[config.mk]
export PLATFORM = sky130hd
export DESIGN_NAME = wg3_ctrl
export DESIGN_NICKNAME = d
export VERILOG_FILES = /design/src/hdl/wg3_pkg.sv /design/src/hdl/wg3_ctrl.sv
export VERILOG_INCLUDE_DIRS = /design/src /design/src/hdl
export SDC_FILE = /design/constraint.sdc
export NUM_CORES = 1
export LEC_CHECK = 0
export BUFFER_PORTS_ARGS = -buffer_cell sky130_fd_sc_hd__buf_4
export CAP_MARGIN = 20
export CORE_AREA = 2 2 39 41
export DETAILED_ROUTE_END_ITERATION = 8
export DIE_AREA = 0 0 41 43
export PLACE_DENSITY = 0.3
export SLEW_MARGIN = 30
export SYNTH_ARGS = -nofsm -noshare
export SYNTH_HDL_FRONTEND = slang
export SYNTH_SLANG_ARGS = --single-unit
[constraint.sdc]
create_clock -name clk -period 1.7 [get_ports clk]
set_clock_uncertainty 0.15 [all_clocks]
set_input_delay 0.255 -clock clk [delete_from_list [all_inputs] [get_ports clk]]
set_output_delay 0.255 -clock clk [all_outputs]
set_load 0.01 [all_outputs]
[src/hdl/window_gather_3x3_padded_macros.svh]
// Assertion helpers shared by the window gather modules.
`ifndef WINDOW_GATHER_3X3_PADDED_MACROS_SVH
`define WINDOW_GATHER_3X3_PADDED_MACROS_SVH

// Same-cycle implication, disabled while reset is asserted.
`define WG3_ASSERT_IMPL(lbl, clk, rst_n, ante, cons, msg) \
	lbl: assert property (@(posedge clk) disable iff (!rst_n) (ante) |-> (cons)) \
		else $error(msg);

// Next-cycle implication, disabled while reset is asserted.
`define WG3_ASSERT_NEXT(lbl, clk, rst_n, ante, cons, msg) \
	lbl: assert property (@(posedge clk) disable iff (!rst_n) (ante) |=> (cons)) \
		else $error(msg);

`endif

[src/hdl/wg3_pkg.sv]
package wg3_pkg;

	// Frame geometry limits.
	localparam int MAX_WIDTH    = 64;
	localparam int MAX_HEIGHT   = 64;
	localparam int MAX_CHANNELS = 4;
	localparam int SAMPLE_BITS  = 16;
	localparam int WINDOW_SIZE  = 3;
	localparam int HALF         = WINDOW_SIZE / 2;

	localparam int STORE_DEPTH = MAX_WIDTH * MAX_HEIGHT * MAX_CHANNELS;
	localparam int ADDR_W      = $clog2(STORE_DEPTH);
	localparam int COUNT_W     = ADDR_W + 1;
	localparam int ROW_W       = (MAX_HEIGHT > 1) ? $clog2(MAX_HEIGHT) : 1;
	localparam int COL_W       = $clog2(MAX_WIDTH);
	localparam int CH_W        = (MAX_CHANNELS > 1) ? $clog2(MAX_CHANNELS) : 1;
	localparam int OFF_W       = $clog2(WINDOW_SIZE);

	// Register field widths.
	localparam int DIM_W     = 7;
	localparam int CHCFG_W   = 3;
	localparam int CFG_IDX_W = 3;
	localparam int CFG_W     = 16;
	localparam int PAD_COUNT = 4;
	localparam int PAD_IDX_W = 2;

	localparam int PIX_W  = ROW_W + DIM_W;
	localparam int SIZE_W = DIM_W + DIM_W + CHCFG_W;

	// Register reset values.
	localparam logic [DIM_W-1:0]   WIDTH_RESET    = DIM_W'(64);
	localparam logic [DIM_W-1:0]   HEIGHT_RESET   = DIM_W'(64);
	localparam logic [CHCFG_W-1:0] CHANNELS_RESET = CHCFG_W'(1);

	// Register indexes.
	typedef enum logic [CFG_IDX_W-1:0] {
		REG_WIDTH    = 3'd0,
		REG_HEIGHT   = 3'd1,
		REG_CHANNELS = 3'd2,
		REG_PAD0     = 3'd3,
		REG_PAD1     = 3'd4,
		REG_PAD2     = 3'd5,
		REG_PAD3     = 3'd6
	} cfg_reg_t;

	// Input item kinds.
	typedef enum logic {
		KIND_LOAD    = 1'b0,
		KIND_REQUEST = 1'b1
	} kind_t;

	// Controller states.
	typedef enum logic [2:0] {
		ST_IDLE,
		ST_ROW,
		ST_ADDR,
		ST_MEM,
		ST_PUSH
	} state_t;

	// Commands from the controller to the datapath.
	typedef struct packed {
		logic accept;
		logic calc_row;
		logic calc_addr;
		logic mem_read;
		logic push;
	} cmd_t;

	// Status from the datapath to the controller.
	typedef struct packed {
		logic in_valid;
		logic in_kind;
		logic slot_free;
	} status_t;

endpackage

[src/hdl/wg3_ctrl.sv]
`include "window_gather_3x3_padded_macros.svh"

module wg3_ctrl (
	input  logic             clk,
	input  logic             arst_n,
	input  wg3_pkg::status_t status,
	output logic             in_ready,
	output wg3_pkg::cmd_t    cmd
);

	wg3_pkg::state_t state_q;
	wg3_pkg::state_t state_d;
	logic            accept;

	// An item is taken only in idle and only when the result register can hold a new result.
	assign accept = status.in_valid && in_ready;

	// State register.
	always_ff @(posedge clk or negedge arst_n) begin
		if (!arst_n) begin
			state_q <= wg3_pkg::ST_IDLE;
		end else begin
			state_q <= state_d;
		end
	end

	// Next state: a load finishes in idle, a request walks the row, address, read and push steps.
	always_comb begin
		state_d = state_q;
		case (state_q)
			wg3_pkg::ST_IDLE: begin
				if (accept && (status.in_kind == wg3_pkg::KIND_REQUEST)) begin
					state_d = wg3_pkg::ST_ROW;
				end
			end
			wg3_pkg::ST_ROW:  state_d = wg3_pkg::ST_ADDR;
			wg3_pkg::ST_ADDR: state_d = wg3_pkg::ST_MEM;
			wg3_pkg::ST_MEM:  state_d = wg3_pkg::ST_PUSH;
			wg3_pkg::ST_PUSH: state_d = wg3_pkg::ST_IDLE;
			default:          state_d = wg3_pkg::ST_IDLE;
		endcase
	end

	// Outputs decoded from the state.
	always_comb begin
		in_ready      = 1'b0;
		cmd           = '0;
		case (state_q)
			wg3_pkg::ST_IDLE: begin
				in_ready   = status.slot_free;
				cmd.accept = status.in_valid && status.slot_free;
			end
			wg3_pkg::ST_ROW:  cmd.calc_row  = 1'b1;
			wg3_pkg::ST_ADDR: cmd.calc_addr = 1'b1;
			wg3_pkg::ST_MEM:  cmd.mem_read  = 1'b1;
			wg3_pkg::ST_PUSH: cmd.push      = 1'b1;
			default: begin
				in_ready = 1'b0;
			end
		endcase
	end

	`WG3_ASSERT_NEXT(a_req_starts_lookup, clk, arst_n,
		accept && (status.in_kind == wg3_pkg::KIND_REQUEST), state_q == wg3_pkg::ST_ROW,
		"accepted request did not start a lookup")
	`WG3_ASSERT_NEXT(a_load_stays_idle, clk, arst_n,
		accept && (status.in_kind == wg3_pkg::KIND_LOAD), state_q == wg3_pkg::ST_IDLE,
		"accepted load left idle")
	`WG3_ASSERT_IMPL(a_ready_only_idle, clk, arst_n,
		in_ready, (state_q == wg3_pkg::ST_IDLE) && status.slot_free,
		"input ready while a lookup is in flight or the result slot is busy")

endmodule

After elaboration in Yosys (flattened, before gate mapping) --
Index checks and enable logic that the tools add are counted.
Word-level totals: word-level logic and storage cells 18, register bits after elaboration 3, input bits 5, output and inout bits 6
Operators by class: muxes and demuxes 8, equal/unequal tests 5, reduce and logical (&&, ||, !) cells 4
Operators with widths (count):
- one-hot mux 3 bit (4 select lines) | 1
- equality test 3 x 2 -> 1 bit, second input constant | 2
- two-way mux 1 bit | 6
- equality test 3 x 1 -> 1 bit, second input constant | 1
- equality test 3 bit, second input constant | 1
- logical AND 1 bit | 3
- zero test 3 bit | 1
- two-way mux 3 bit | 1
- inequality test 2 bit, second input constant | 1

Longest topological paths before layout --
word-level depth 6, mapped depth 3, mapped depth without buffers 2

Worst setup path before layout --
OpenSTA, ideal clock, no wires.
path kind register to output, start reg state_q[1], end out cmd[4] in the netlist's numbering, arrival 1135 ps, path slack 160 ps, data required time 1295 ps, stages on the path, launching flop included 4, path through dfrtp_1 -> clkbuf_1 -> nor4b_2 -> and2_1
RTL lines:
- start: declaration | RTL line wg3_ctrl.sv:11 | wg3_pkg::state_t state_q;
- start signal: assignment | RTL line wg3_ctrl.sv:21 | state_q <= wg3_pkg::ST_IDLE;
- start signal: assignment | RTL line wg3_ctrl.sv:23 | state_q <= state_d;
- end: declaration | RTL line wg3_ctrl.sv:8 | output wg3_pkg::cmd_t cmd

==> impl_metrics.py <==
metrics = {
    "route": {
        "wirelength_um": 441,
        "dr.pass1.iters": 2,
        "vias": 177,
        "detail_route.wl_per_cell_um": 9.38,
        "route.detailed.drc": 0,
        "drt_iter0_markers": 1,
        "ant_nets": 0,
        "vias_per_cell": 3.77,
    },
    "grt": {
        "grt_pass1_vias": 179,
        "grt_pass1_wl_um": 662,
        "grt_max_degree": 9,
        "antenna_found_initial": 0,
        "grt.total_usage_pct": 5.94,
        "grt_overflow": 0,
    },
    "clock_tree": {
        "tritoncts": "built",
        "cts-root-buf": "clkbuf_4",
        "clkLatencyLatePin_ns": 0.23,
        "clk_path_buf_depth": 2,
        "cts.sink_count": 3,
        "clk_pin_slew_ns": 0.04,
        "cts_inserted_buffers": 3,
        "cts_max_level": 1,
    },
    "pwr": {
        "p_clk_share_pct": 22.1,
        "worst_ir_drop_vdd_v": 0.000407,
        "power.total_mw": 0.563,
        "netSwitchingFraction_pct": 35.8,
        "p_leak_nw": 0.150,
        "p_comb_share_pct": 48.3,
        "intPower_mw": 0.362,
        "p_sw_mw": 0.201,
        "cellPowerDensity_nw_per_um2": 1770,
        "seq_power_share_pct": 29.6,
    },
    "sta": {
        "period_minus_slack_ns": 1.65,
        "setup_slack_ns": 0.0548,
        "hold_ws_ns": 0.198,
        "fmaxAchievable_ghz": 0.608,
        "worst_pin_slew_ns": 0.223,
        "hold_viol_final": 0,
        "max_slew_margin_pct": 85.1,
        "post-route-period-util_pct": 96.8,
        "setup_tns_ns": 0,
        "slew_violations": 0,
        "setup-violations-final": 0,
    },
    "floorplanning": {
        "die_h_um": 43,
        "ios": 11,
        "core.rowCount": 14,
        "start_util_pct": 12.7,
        "die_area_um2": 1760,
        "core_area_um2": 1380,
        "die_w_um": 41,
    },
    "setup_path": {
        "cp.required_ns": 1.29,
        "worstReg2RegStart": "state_q[1]$_DFFE_PN0P_",
        "r2r_slack_ns": 0.64,
        "cp-end-kind": "output pin",
        "reg2reg_depth": 3,
        "reg2reg_to": "state_q[1]$_DFFE_PN0P_",
        "worstPathMaxFanout": 4,
        "start_kind": "flop",
        "worstSetupPathType": "flop to output pin",
        "critPathArrivalTime_ns": 1.24,
    },
    "place": {
        "place_area_um2": 255,
        "port-buffer-count": 10,
        "finalWeightedCongestion": 0.616,
        "dpl.cell_count": 40,
        "post-place-ws_ns": 0.243,
    },
    "cells_and_area": {
        "nets": 37,
        "largest_register_ffs": 3,
        "drive_gt1_share_pct": 61.3,
        "design_area_um2": 319,
        "layout_top_registers": "state_q x3",
        "stdcell_count": 47,
        "synthToLayoutAreaGrowth_pct": 82.1,
        "fill_cells": 160,
        "antenna_cells": 0,
        "fin_util_pct": 23.1,
        "regMostFlops": "state_q",
    },
    "yosys": {
        "avgSynthCellArea_um2": 10.3,
        "ys_seq_elements": 3,
        "synthCells": 17,
        "yosys_warnings": 0,
        "synth_cell_types": 11,
        "syn_nets": 22,
        "ys_seq_area_share_pct": 42.9,
        "syn_area_um2": 175,
    },
    "flow_run": {
        "drv_cap": 0,
    },
    "hold_path": {
        "hp-class": "input port to asynchronous set/reset pin",
    },
    "outcome": {
        "status": "completed",
    },
}
## power groups by stage
stage,registers (mW),clock network (mW),logic [mW]
3_5_place_dp,0.172,0,0.209
4_1_cts,0.176,0.131,0.212
6_report,0.167,0.125,0.272
3_3_place_gp,0.173,0,0.208
2_1_floorplan,0.120,0,0.173
5_1_grt,0.173,0.132,0.297
## cells in the final DEF, fill, tap and decap left out
cell / netlist / final
dlygate4sd3_1: 0 / 1
clkbuf_4: 0 / 3
nor3_1: 1 / 1
dfrtp_2: 0 / 3
nor2_1: 1 / 1
clkbuf_1: 2 / 1
nor3b_1: 3 / 3
and3b_1: 2 / 2
xnor2_1: 1 / 1
nor4b_4: 0 / 1
buf_4: 1 / 12
a31oi_1: 1 / 1
and2_1: 1 / 1
## cell families after synthesis
logic type             Yosys count  synth area share, %
AO/OA/AOI/OAI                    1                 3.57
XOR/XNOR                         1                 5.00
buffers and inverters            3                 8.57
flip-flops                       3                 42.9
AND/OR/NAND/NOR                  9                 40.0
## worst max path at each step
| stage | startpoint | endpoint | slack, ns |
|---|---|---|---|
| 2_1_floorplan | state_q[1]$_DFFE_PN0P_ | cmd[4] | 0.16 |
| 3_3_place_gp | state_q[1]$_DFFE_PN0P_ | cmd[4] | 0.25 |
| 3_5_place_dp | state_q[1]$_DFFE_PN0P_ | cmd[4] | 0.24 |
| 4_1_cts | state_q[1]$_DFFE_PN0P_ | cmd[4] | 0.003 |
| 5_1_grt | state_q[1]$_DFFE_PN0P_ | cmd[4] | -0.007 |
| 6_report | state_q[1]$_DFFE_PN0P_ | cmd[4] | 0.05 |
## metal layers
layer	global-route usage [%]	up-vias	routed length (um)
met3	1.57	0	23
met2	7.19	6	244
li1	-	85	-
met1	6.82	86	173
met5	0	-	0
met4	8.00	0	0
## timing repair
action	4_1_cts	5_1_grt
endpoints found under the setup margin	1	1
setup buffers	0	2
gates cloned	0	0
gates resized for setup	2	2
hold buffers	1	0
endpoints found under the hold margin	3	0
## area by class of cell
type / instances / area (um^2) / share of cell area, %
timing repair buffer: 13 / 100 / 31.4
multi-input combinational: 11 / 93.8 / 29.4
sequential: 3 / 78.8 / 24.7
clock buffer: 4 / 26.3 / 8.24
tap: 16 / 20.0 / 6.27
## synth_stat cells
master,n,area share [%]
dfrtp_1,3,43
nor3b_1,3,13
and3b_1,2,10
clkbuf_1,2,4.3
a31oi_1,1,3.6
and2_1,1,3.6
buf_4,1,4.3
nor2_1,1,2.1
nor3_1,1,2.9
nor4b_2,1,8.6
xnor2_1,1,5.0
## critical path, cell delays in order (launching register included)
cell and delay [ns]:
dfrtp_2 0.43, nor4b_4 0.30, and2_1 0.16, buf_4 0.11
No activity file was read; power rests on OpenSTA's default activity.
